<file path="config.mk">
export PLATFORM = sky130hd
export DESIGN_NAME = lift_cascade_pid_stall_guard_unit
export DESIGN_NICKNAME = d
export VERILOG_FILES = /design/src/design/lcpsg_pkg.sv /design/src/design/lift_cascade_pid_stall_guard_unit.sv
export SDC_FILE = /design/constraint.sdc
export NUM_CORES = 2
export LEC_CHECK = 0
export ABC_AREA = 1
export BUFFER_PORTS_ARGS = -buffer_cell sky130_fd_sc_hd__buf_2
export CAP_MARGIN = 30
export CORE_UTILIZATION = 35
export CTS_CLUSTER_DIAMETER = 80
export CTS_CLUSTER_SIZE = 28
export DETAILED_ROUTE_END_ITERATION = 12
export PLACE_DENSITY = 0.49
export SKIP_LAST_GASP = 1
export SLEW_MARGIN = 40
export SYNTH_ARGS = -nofsm -noshare
export SYNTH_HDL_FRONTEND = slang
export SYNTH_SLANG_ARGS = --single-unit
</file>
<file path="constraint.sdc">
create_clock -name clk -period 9.84 [get_ports clk]
set_clock_uncertainty 0.1 [all_clocks]
set_input_delay 0.984 -clock clk [delete_from_list [all_inputs] [get_ports clk]]
set_output_delay 0.984 -clock clk [all_outputs]
set_load 0.02 [all_outputs]
</file>
<file path="src/design/lcpsg_pkg.sv">
// ----------------------------------------------------------------------------
// lcpsg_pkg: shared types and constants for the lift cascade controller
// Field widths, loop limits, direction/mode codes and register indexes.
// ----------------------------------------------------------------------------
package lcpsg_pkg;

  // stream word widths
  localparam int IN_DATA_W  = 64;   // 60 payload bits padded to bytes
  localparam int OUT_DATA_W = 40;   // 39 payload bits padded to bytes

  // config port
  localparam int CFG_IDX_W  = 2;
  localparam int CFG_DATA_W = 16;

  localparam logic [CFG_IDX_W-1:0] REG_OUTER_KI = 2'd0;
  localparam logic [CFG_IDX_W-1:0] REG_OUTER_KD = 2'd1;
  localparam logic [CFG_IDX_W-1:0] REG_INNER_KP = 2'd2;

  // field types
  typedef logic signed [20:0] pos_t;
  typedef logic signed [15:0] spd_t;
  typedef logic        [1:0]  code_t;
  typedef logic signed [14:0] drive_t;
  typedef logic signed [21:0] err_t;
  typedef logic signed [22:0] diff_t;

  // direction codes
  localparam code_t DIR_STOP = 2'd0;
  localparam code_t DIR_UP   = 2'd1;
  localparam code_t DIR_DOWN = 2'd2;

  // climb modes
  localparam code_t MODE_NORMAL   = 2'd0;
  localparam code_t MODE_RISING   = 2'd1;
  localparam code_t MODE_LOWERING = 2'd2;

  // limits
  localparam pos_t SP_LO = -21'sd1000;
  localparam pos_t SP_HI = 21'sd810000;
  localparam err_t DIR_BAND = 22'sd100;

  localparam logic signed [22:0] OINT_LIM = 23'sd1000;
  localparam logic signed [22:0] IINT_LIM = 23'sd8000;

  localparam int TGT_MAX   = 1048575;
  localparam int TGT_MIN   = -1048576;
  localparam int DRIVE_LIM = 15000;

  localparam logic [12:0] LIM_UP_NORMAL   = 13'd6000;
  localparam logic [12:0] LIM_UP_LOWERING = 13'd5000;
  localparam logic [12:0] LIM_DN_NORMAL   = 13'd2500;
  localparam logic [12:0] LIM_DN_RISING   = 13'd7000;

  localparam drive_t STALL_DRIVE = 15'sd8000;
  localparam spd_t   DEADBAND    = 16'sd5;

  localparam int STALL_W = 8;

endpackage

</file>
<file path="src/design/lift_cascade_pid_stall_guard_unit.sv">
// ----------------------------------------------------------------------------
// lift_cascade_pid_stall_guard_unit: cascaded position/speed PID for a lift
// Outer position PID, gain schedule, inner speed PID and stall current guard,
// all products computed on one shared multiply-accumulate unit.
// ----------------------------------------------------------------------------
// Usage:
//   s_* : one word per control tick (setpoint, position, speed, climb_mode).
//   m_* : one word per tick back (drive, direction, speed_target, stalled).
//   cfg_*: register writes (outer_ki, outer_kd, inner_kp); write only while
//          the unit is idle. Unknown indexes are ignored.
// Timing:
//   A word is taken in IDLE, then a 16-step sequencer runs: error and
//   integrator, three multiplies for the outer loop, truncating divide,
//   schedule/clamp, speed error and integrator, three multiplies for the
//   inner loop, divide, saturate/stall. A new word is taken only once the
//   sequencer is back in IDLE; the single multiplier (17x23 at the default
//   gain width) serves all six products per word.
// Reset (rst, sync): loop state cleared, gains to their defaults, output
//   register empty. If a held result is unclaimed (m_tready low) when a new
//   one is ready, the sequencer waits in its last step; the next input is
//   taken while a result still sits in the output register.
// ----------------------------------------------------------------------------
module lift_cascade_pid_stall_guard_unit #(
  parameter int GAIN_FRAC_BITS = 8,
  parameter int STALL_TICKS    = 200
) (
  input  logic                                 clk,
  input  logic                                 rst,
  // setpoint[20:0], position[41:21], speed[57:42], climb_mode[59:58]
  input  logic [lcpsg_pkg::IN_DATA_W-1:0]      s_tdata,
  input  logic                                 s_tvalid,
  output logic                                 s_tready,
  // drive[14:0], direction[16:15], speed_target[37:17], stalled[38]
  output logic [lcpsg_pkg::OUT_DATA_W-1:0]     m_tdata,
  output logic                                 m_tvalid,
  input  logic                                 m_tready,
  input  logic                                 cfg_wr_en,
  input  logic [lcpsg_pkg::CFG_IDX_W-1:0]      cfg_index,
  input  logic [lcpsg_pkg::CFG_DATA_W-1:0]     cfg_wdata
);
  import lcpsg_pkg::*;

  // scheduled gains can exceed 16 bits at large fraction widths (5.0 gain)
  localparam int SG_W   = (GAIN_FRAC_BITS + 3 > 16) ? GAIN_FRAC_BITS + 3 : 16;
  localparam int PROD_W = SG_W + 24;
  localparam int ACC_W  = SG_W + 26;

  localparam logic [SG_W-1:0] G_0P30 = SG_W'(((30  << GAIN_FRAC_BITS) + 50) / 100);
  localparam logic [SG_W-1:0] G_0P35 = SG_W'(((35  << GAIN_FRAC_BITS) + 50) / 100);
  localparam logic [SG_W-1:0] G_0P40 = SG_W'(((40  << GAIN_FRAC_BITS) + 50) / 100);
  localparam logic [SG_W-1:0] G_0P28 = SG_W'(((28  << GAIN_FRAC_BITS) + 50) / 100);
  localparam logic [SG_W-1:0] G_0P34 = SG_W'(((34  << GAIN_FRAC_BITS) + 50) / 100);
  localparam logic [SG_W-1:0] G_0P45 = SG_W'(((45  << GAIN_FRAC_BITS) + 50) / 100);
  localparam logic [SG_W-1:0] G_0P64 = SG_W'(((64  << GAIN_FRAC_BITS) + 50) / 100);
  localparam logic [SG_W-1:0] G_0P68 = SG_W'(((68  << GAIN_FRAC_BITS) + 50) / 100);
  localparam logic [SG_W-1:0] G_3P0  = SG_W'(((300 << GAIN_FRAC_BITS) + 50) / 100);
  localparam logic [SG_W-1:0] G_5P0  = SG_W'(((500 << GAIN_FRAC_BITS) + 50) / 100);
  localparam logic [SG_W-1:0] G_3P9  = SG_W'(((390 << GAIN_FRAC_BITS) + 50) / 100);

  localparam logic signed [ACC_W-1:0] Q_TGT_MAX   = ACC_W'(TGT_MAX);
  localparam logic signed [ACC_W-1:0] Q_TGT_MIN   = ACC_W'(TGT_MIN);
  localparam logic signed [ACC_W-1:0] Q_DRIVE_MAX = ACC_W'(DRIVE_LIM);
  localparam logic signed [ACC_W-1:0] Q_DRIVE_MIN = ACC_W'(-DRIVE_LIM);

  localparam logic [STALL_W:0] STALL_MAX = (STALL_W+1)'(STALL_TICKS);

  // sequencer codes
  localparam logic [4:0] ST_IDLE  = 5'd0;
  localparam logic [4:0] ST_ERR   = 5'd1;
  localparam logic [4:0] ST_OINT  = 5'd2;
  localparam logic [4:0] ST_OM0   = 5'd3;
  localparam logic [4:0] ST_OM1   = 5'd4;
  localparam logic [4:0] ST_OM2   = 5'd5;
  localparam logic [4:0] ST_OSUM  = 5'd6;
  localparam logic [4:0] ST_ODIV  = 5'd7;
  localparam logic [4:0] ST_SCHED = 5'd8;
  localparam logic [4:0] ST_SE    = 5'd9;
  localparam logic [4:0] ST_IINT  = 5'd10;
  localparam logic [4:0] ST_IM0   = 5'd11;
  localparam logic [4:0] ST_IM1   = 5'd12;
  localparam logic [4:0] ST_IM2   = 5'd13;
  localparam logic [4:0] ST_ISUM  = 5'd14;
  localparam logic [4:0] ST_IDIV  = 5'd15;
  localparam logic [4:0] ST_ISAT  = 5'd16;

  logic [4:0] state;

  // config registers
  logic [15:0]     outer_ki;
  logic [15:0]     outer_kd;
  logic [SG_W-1:0] inner_kp;

  // loop state
  logic signed [10:0] outer_integral;
  err_t               outer_prev_error;
  logic signed [13:0] inner_integral;
  err_t               inner_prev_error;
  logic [SG_W-1:0]    outer_kp_gain;
  logic [SG_W-1:0]    inner_ki_gain;
  logic [SG_W-1:0]    inner_kd_gain;
  logic [STALL_W-1:0] stall_count;

  // latched input word
  pos_t  sp_in;
  pos_t  pos_in;
  spd_t  spd_in;
  code_t mode_in;

  // working registers
  err_t                      e_r;
  code_t                     dir_r;
  diff_t                     d_r;      // derivative operand, both loops
  pos_t                      tgt_r;
  err_t                      se_r;
  logic signed [PROD_W-1:0]  prod;
  logic signed [ACC_W-1:0]   acc;
  logic signed [ACC_W-1:0]   q;

  // output register
  drive_t drive_o;
  code_t  dir_o;
  pos_t   tgt_o;
  logic   stalled_o;

  // ---- combinational helpers ----
  pos_t               sp_c;
  err_t               e_next;
  code_t              dir_next;
  logic signed [22:0] osum;
  logic signed [10:0] oint_next;
  logic signed [22:0] isum;
  logic signed [13:0] iint_next;
  logic signed [SG_W:0] mul_a;
  diff_t              mul_b;
  logic signed [ACC_W-1:0] q_next;
  logic [12:0]        lim;
  logic               has_lim;
  logic signed [ACC_W-1:0] lim_s;
  logic signed [ACC_W-1:0] clamp_hi;
  logic signed [ACC_W-1:0] clamp_lo;
  pos_t               tgt_next;
  spd_t               spd_dz;
  drive_t             drive_c;
  drive_t             drive_h;
  logic               stall_inc;
  logic [STALL_W:0]   cnt_inc;
  logic               hold;
  logic [STALL_W-1:0] cnt_next;
  logic               out_free;

  assign s_tready = (state == ST_IDLE);
  assign out_free = !m_tvalid || m_tready;
  assign m_tdata  = {1'b0, stalled_o, tgt_o, dir_o, drive_o};

  // setpoint clamp, position error, direction
  always_comb begin
    if (sp_in < SP_LO) begin
      sp_c = SP_LO;
    end else if (sp_in > SP_HI) begin
      sp_c = SP_HI;
    end else begin
      sp_c = sp_in;
    end
    e_next = 22'(sp_c) - 22'(pos_in);
    if (e_next > DIR_BAND) begin
      dir_next = DIR_UP;
    end else if (e_next < -DIR_BAND) begin
      dir_next = DIR_DOWN;
    end else begin
      dir_next = DIR_STOP;
    end
  end

  // integrators, saturating
  always_comb begin
    osum = 23'(outer_integral) + 23'(e_r);
    if (osum > OINT_LIM) begin
      oint_next = 11'(OINT_LIM);
    end else if (osum < -OINT_LIM) begin
      oint_next = 11'(-OINT_LIM);
    end else begin
      oint_next = osum[10:0];
    end
    isum = 23'(inner_integral) + 23'(se_r);
    if (isum > IINT_LIM) begin
      iint_next = 14'(IINT_LIM);
    end else if (isum < -IINT_LIM) begin
      iint_next = 14'(-IINT_LIM);
    end else begin
      iint_next = isum[13:0];
    end
  end

  // shared multiplier operand select
  always_comb begin
    case (state)
      ST_OM0: begin
        mul_a = $signed({1'b0, outer_kp_gain});
        mul_b = 23'(e_r);
      end
      ST_OM1: begin
        mul_a = $signed((SG_W+1)'(outer_ki));
        mul_b = 23'(outer_integral);
      end
      ST_OM2: begin
        mul_a = $signed((SG_W+1)'(outer_kd));
        mul_b = d_r;
      end
      ST_IM0: begin
        mul_a = $signed({1'b0, inner_kp});
        mul_b = 23'(se_r);
      end
      ST_IM1: begin
        mul_a = $signed({1'b0, inner_ki_gain});
        mul_b = 23'(inner_integral);
      end
      ST_IM2: begin
        mul_a = $signed({1'b0, inner_kd_gain});
        mul_b = d_r;
      end
      default: begin
        mul_a = '0;
        mul_b = '0;
      end
    endcase
  end

  // divide by 2^F, truncating toward zero
  always_comb begin
    q_next = (acc + $signed({{(ACC_W-GAIN_FRAC_BITS){1'b0}},
                             {GAIN_FRAC_BITS{acc[ACC_W-1]}}})) >>> GAIN_FRAC_BITS;
  end

  // gain schedule target clamp
  always_comb begin
    lim     = '0;
    has_lim = 1'b0;
    case (dir_r)
      DIR_UP: begin
        if (mode_in == MODE_NORMAL) begin
          lim = LIM_UP_NORMAL;
          has_lim = 1'b1;
        end else if (mode_in == MODE_LOWERING) begin
          lim = LIM_UP_LOWERING;
          has_lim = 1'b1;
        end
      end
      DIR_DOWN: begin
        if (mode_in == MODE_NORMAL) begin
          lim = LIM_DN_NORMAL;
          has_lim = 1'b1;
        end else if (mode_in == MODE_RISING) begin
          lim = LIM_DN_RISING;
          has_lim = 1'b1;
        end
      end
      default: begin
        lim     = '0;
        has_lim = 1'b0;
      end
    endcase
    lim_s    = ACC_W'($signed({1'b0, lim}));
    clamp_hi = has_lim ? lim_s  : Q_TGT_MAX;
    clamp_lo = has_lim ? -lim_s : Q_TGT_MIN;
    if (q > clamp_hi) begin
      tgt_next = clamp_hi[20:0];
    end else if (q < clamp_lo) begin
      tgt_next = clamp_lo[20:0];
    end else begin
      tgt_next = q[20:0];
    end
  end

  // speed deadband
  always_comb begin
    if (spd_in <= DEADBAND && spd_in >= -DEADBAND) begin
      spd_dz = '0;
    end else begin
      spd_dz = spd_in;
    end
  end

  // drive saturation and stall guard
  always_comb begin
    if (q > Q_DRIVE_MAX) begin
      drive_c = Q_DRIVE_MAX[14:0];
    end else if (q < Q_DRIVE_MIN) begin
      drive_c = Q_DRIVE_MIN[14:0];
    end else begin
      drive_c = q[14:0];
    end
    stall_inc = (spd_in == '0) && (drive_c > STALL_DRIVE || drive_c < -STALL_DRIVE);
    cnt_inc   = {1'b0, stall_count} + (STALL_W+1)'(stall_inc);
    hold      = (cnt_inc >= STALL_MAX);
    cnt_next  = hold ? STALL_MAX[STALL_W-1:0] : cnt_inc[STALL_W-1:0];
    drive_h   = drive_c;
    if (hold) begin
      if (drive_c > STALL_DRIVE) begin
        drive_h = STALL_DRIVE;
      end else if (drive_c < -STALL_DRIVE) begin
        drive_h = -STALL_DRIVE;
      end
    end
    if (drive_h < STALL_DRIVE && drive_h > -STALL_DRIVE) begin
      cnt_next = '0;
    end
  end

  // config writes
  always_ff @(posedge clk) begin
    if (rst) begin
      outer_ki <= '0;
      outer_kd <= '0;
      inner_kp <= G_3P9;
    end else if (cfg_wr_en) begin
      case (cfg_index)
        REG_OUTER_KI: outer_ki <= cfg_wdata;
        REG_OUTER_KD: outer_kd <= cfg_wdata;
        REG_INNER_KP: inner_kp <= SG_W'(cfg_wdata);
        default: ;
      endcase
    end
  end

  // datapath, no reset needed
  always_ff @(posedge clk) begin
    prod <= mul_a * mul_b;
    case (state)
      ST_IDLE: begin
        if (s_tvalid) begin
          sp_in   <= s_tdata[20:0];
          pos_in  <= s_tdata[41:21];
          spd_in  <= s_tdata[57:42];
          mode_in <= s_tdata[59:58];
        end
      end
      ST_ERR: begin
        e_r   <= e_next;
        dir_r <= dir_next;
      end
      ST_OINT:  d_r <= 23'(e_r) - 23'(outer_prev_error);
      ST_OM1:   acc <= ACC_W'(prod);
      ST_OM2:   acc <= acc + ACC_W'(prod);
      ST_OSUM:  acc <= acc + ACC_W'(prod);
      ST_ODIV:  q   <= q_next;
      ST_SCHED: tgt_r <= tgt_next;
      ST_SE:    se_r  <= 22'(tgt_r) - 22'(spd_dz);
      ST_IINT:  d_r <= 23'(se_r) - 23'(inner_prev_error);
      ST_IM1:   acc <= ACC_W'(prod);
      ST_IM2:   acc <= acc + ACC_W'(prod);
      ST_ISUM:  acc <= acc + ACC_W'(prod);
      ST_IDIV:  q   <= q_next;
      ST_ISAT: begin
        if (out_free) begin
          drive_o   <= drive_h;
          dir_o     <= dir_r;
          tgt_o     <= tgt_r;
          stalled_o <= hold;
        end
      end
      default: ;
    endcase
  end

  // sequencer and loop state
  always_ff @(posedge clk) begin
    if (rst) begin
      state            <= ST_IDLE;
      m_tvalid         <= 1'b0;
      outer_integral   <= '0;
      outer_prev_error <= '0;
      inner_integral   <= '0;
      inner_prev_error <= '0;
      outer_kp_gain    <= G_0P30;
      inner_ki_gain    <= G_0P35;
      inner_kd_gain    <= '0;
      stall_count      <= '0;
    end else begin
      // in ISAT the output register handles its own valid flag
      if (m_tvalid && m_tready && state != ST_ISAT) begin
        m_tvalid <= 1'b0;
      end
      case (state)
        ST_IDLE: begin
          if (s_tvalid) begin
            state <= ST_ERR;
          end
        end
        ST_OINT: begin
          outer_integral   <= oint_next;
          outer_prev_error <= e_r;
          state            <= ST_OM0;
        end
        ST_SCHED: begin
          case (dir_r)
            DIR_UP: begin
              if (mode_in == MODE_NORMAL) begin
                outer_kp_gain <= G_0P30;
                inner_ki_gain <= G_0P68;
                inner_kd_gain <= G_5P0;
              end else if (mode_in == MODE_LOWERING) begin
                inner_ki_gain <= G_0P28;
                inner_kd_gain <= G_5P0;
              end
            end
            DIR_DOWN: begin
              if (mode_in == MODE_NORMAL) begin
                outer_kp_gain <= G_0P30;
                inner_ki_gain <= G_0P34;
                inner_kd_gain <= G_5P0;
              end else if (mode_in == MODE_RISING) begin
                outer_kp_gain <= G_0P40;
                inner_ki_gain <= G_0P64;
                inner_kd_gain <= G_3P0;
              end
            end
            default: begin
              outer_kp_gain <= G_0P30;
              inner_ki_gain <= G_0P45;
            end
          endcase
          state <= ST_SE;
        end
        ST_IINT: begin
          inner_integral   <= iint_next;
          inner_prev_error <= se_r;
          state            <= ST_IM0;
        end
        ST_ISAT: begin
          // wait here while the previous result is still unclaimed
          if (out_free) begin
            stall_count <= cnt_next;
            m_tvalid    <= 1'b1;
            state       <= ST_IDLE;
          end
        end
        default: begin
          state <= state + 5'd1;
        end
      endcase
    end
  end

endmodule
</file>
==> metrics.yaml <==
synth.top_cell.area_share: 0.1876
synthMostInstantiatedCell: "nand2_1"
fin_tns_setup_ns: 0
clk_pin_slew_ns: 0.10
critical_path.endpoint_type: "register"
cp_num_buf_inv: 8
min_to: "outer_kd[3]"
fin_crit_ns: 8.956
min_path_type: "reg -> reg"
finalNonFillerCells: 7064
ys_ff_latch: 449
slowest_delay_ns: 0.60
crit_top_cell: "inv_1"
htree_levels: 2
die-height_um: 350.1
rows: 127
cp_data_required_time_ns: 10.26
areaGrowthSynthToFinish_pct: 9.712
powerDensity_nw_per_um2: 171.0
max_cap_viol_count: 0
vias: 35110
report.final.slew_viol_count: 0
cts_buffers: 35
async_flop_share: 0
place_inst: 7001
grt_pass1_wl_um: 202200
wl_um: 127900
yosys_warnings: 0
antenna_found_initial: 6
yosysTopAreaCell: "edfxtp_1"
clockBufferDepth: 3
drtAntennaViolNets: 0
drive_gt1_frac: 0.06054
rsz0062_at_grt: "no"
hp-start: "outer_kd[3]"
ios: 129
multiInputGateArea_um2: 26600
cts_setup_buffers: 0
regToRegStartpoint: "state[0]"
r2r_setup_slack_ns: 0.88
ys.flop_type: "edfxtp_1"
synth_edf_count: 265
r2r_end: "prod[39]"
synth_cells: 5321
clock_sinks: 449
synth_cell_type_count: 68
critPathTopFamily: "adder cells"
synth_area_leaders: "edfxtp_1 (19%), fa_1 (17%), ha_1 (10%)"
drtIter0Drc: 2250
synth_area_per_cell_um2: 7.971
worstSkewPairLatency_ns: 0.61
tritoncts: "done"
worstMarginPinSlew_ns: 0.8439
die_x_um: 350.1
ir_drop_uv: 107.1
relSlewSlack: 0.4353
crit_type: "reg -> reg"
finalHoldViolCount: 0
cts_root_buffer: "clkbuf_16"
grt_usage: 0.2125
nets: 6230
portBuffers: 123
crit_arrival_ns: 9.37
timing.fmax_mhz: 111.7
grt_pass1_vias: 34940
initial_core_util: 0.3535
dieArea_um2: 122600
grt-ovfl-total: 0
path_depth: 33
seq_area_um2: 11640
drc: 0
hpwl_um: 104900
setup_viol: 0
leakage_nw: 21.55
synth_common_cells: "nand2_1 (1,096), inv_1 (980), nor2_1 (483), a21oi_1 (407), fa_1 (370)"
avgRoutedWirePerCell_um: 18.11
seq_area_frac_synth: 0.2745
outcome: "finished clean"
critPathLaunchType: "register"
via_per_inst: 4.970
synth.cell_area_um2: 42410
grt_max_degree: 96
gp_congestion: 0.9081
worst-path-max-fanout: 14
dr.pass1.iters: 6
slowest_stage: "fa_1"
synth_fp_nets: 6125
fill_cells: 12600
fp.coreArea_um2: 120000
min_path_cells: 2
post-route-period-util: 0.9102
cp-startpoint: "state[0]"
reg2regPathDepth: 33
[cell usage in the layout, fill, tap and decap left out, drive strengths merged, types with 4 or more instances in the layout]
cell type	synthesis	layout
a221oi	11	11
nand3	145	145
a211oi	8	8
o21ai	284	284
nor4	31	31
clkbuf	118	39
nand4	73	73
o311ai	4	4
xor2	108	108
edfxtp	265	265
nand2	1102	1102
o31ai	8	8
xnor2	70	70
a21o	14	14
o221ai	7	7
a21oi	408	408
ha	347	347
clkinv	11	21
o22ai	15	15
nor3	56	56
and3	7	7
o211ai	33	33
o21bai	20	20
or2	20	20
a22o	9	9
buf	13	199
nor2	488	488
dfxtp	184	184
fa	370	370
nor3b	6	6
a31oi	35	35
a21boi	12	12
nand3b	16	16
and2	7	7
inv	982	993
o21a	17	17
[per-stage QoR]
step                        util  hold WS [ns]  area [µm²]  power (mW)  setup WS, ns
final                     0.3879        0.3578       46530       7.955        0.8841
after global routing      0.3878        0.3698       46530       8.588       0.06348
after CTS                 0.3878        0.3595       46520       8.014        0.7691
after detailed placement  0.3770        0.3482       45230       6.360        0.8812
after global placement    0.3762        0.3412       45130       6.316        0.8866
after floorplan                -        0.3245       42410       5.175         2.231
[worst max path at each step]
stage | endpoint | slack (ns)
floorplan | prod[33] | 2.23
global placement | prod[39] | 0.89
detailed placement | prod[39] | 0.88
CTS | prod[39] | 0.77
global route | prod[39] | 0.06
finish | prod[39] | 0.88
[final cells by class]
cell class,count,area share
clock buffers,39,0.02027
inverters,993,0.08021
flip-flops and latches,449,0.2502
repair buffers,199,0.02684
clock inverters,23,0.007475
multi-input cells,3748,0.5716
well taps,1612,0.04335
diodes,1,0.00005378
[logic make-up (layout without fill, tap and decap cells)]
family	Yosys count	in the layout	synth area share
AND/OR/NAND/NOR	1954	1954	0.1918
buffers and inverters	1124	1254	0.1008
AO/OA/AOI/OAI	896	896	0.1186
adder cells (fa/ha/maj)	717	717	0.2770
flip-flops	449	449	0.2745
XOR/XNOR	178	178	0.03676
multiplexers	2	2	0.0004720
other	1	2	0.00008842
[tightest hold or removal path: stages, from the launching register on]
cell and delay [ns]:
dfxtp_1 0.30, inv_1 0.06, a21oi_1 0.06
[sequential cells by signal, indices dropped and copies added, names as in the netlist, 5 cells and up]
| register | cells |
|---|---|
| inner_integral | 14 |
| sp_in | 21 |
| tgt_r | 21 |
| stall_count | 8 |
| outer_ki | 16 |
| outer_kd | 16 |
| inner_kp | 16 |
| d_r | 23 |
| e_r | 22 |
| pos_in | 21 |
| outer_integral | 11 |
| inner_ki_gain | 8 |
| se_r | 22 |
| inner_prev_error | 22 |
| outer_prev_error | 22 |
| drive_o | 15 |
| state | 5 |
| prod | 40 |
| tgt_o | 21 |
| q | 34 |
| acc | 42 |
| spd_in | 16 |
[routing by layer]
metal / vias to the layer above / global-route usage / share of wire
met5: - / 0 / 0.000078
met4: 2 / 0.04377 / 0.019
met3: 120 / 0.02137 / 0.045
met2: 672 / 0.3544 / 0.47
met1: 16990 / 0.2972 / 0.47
li1: 17330 / - / -
[timing repair]
action	in CTS	in global routing
endpoints found under the setup margin	0	2
hold buffers	0	0
endpoints found under the hold margin	0	0
resized for setup	0	2
[report_power, final]
group / switching (mW) / internal [mW] / leakage, nW
clock network: 0.853 / 0.764 / 0.620
registers: 0.234 / 2.38 / 3.92
logic: 2.50 / 1.22 / 17.0
(Power assumes the default switching activity.)
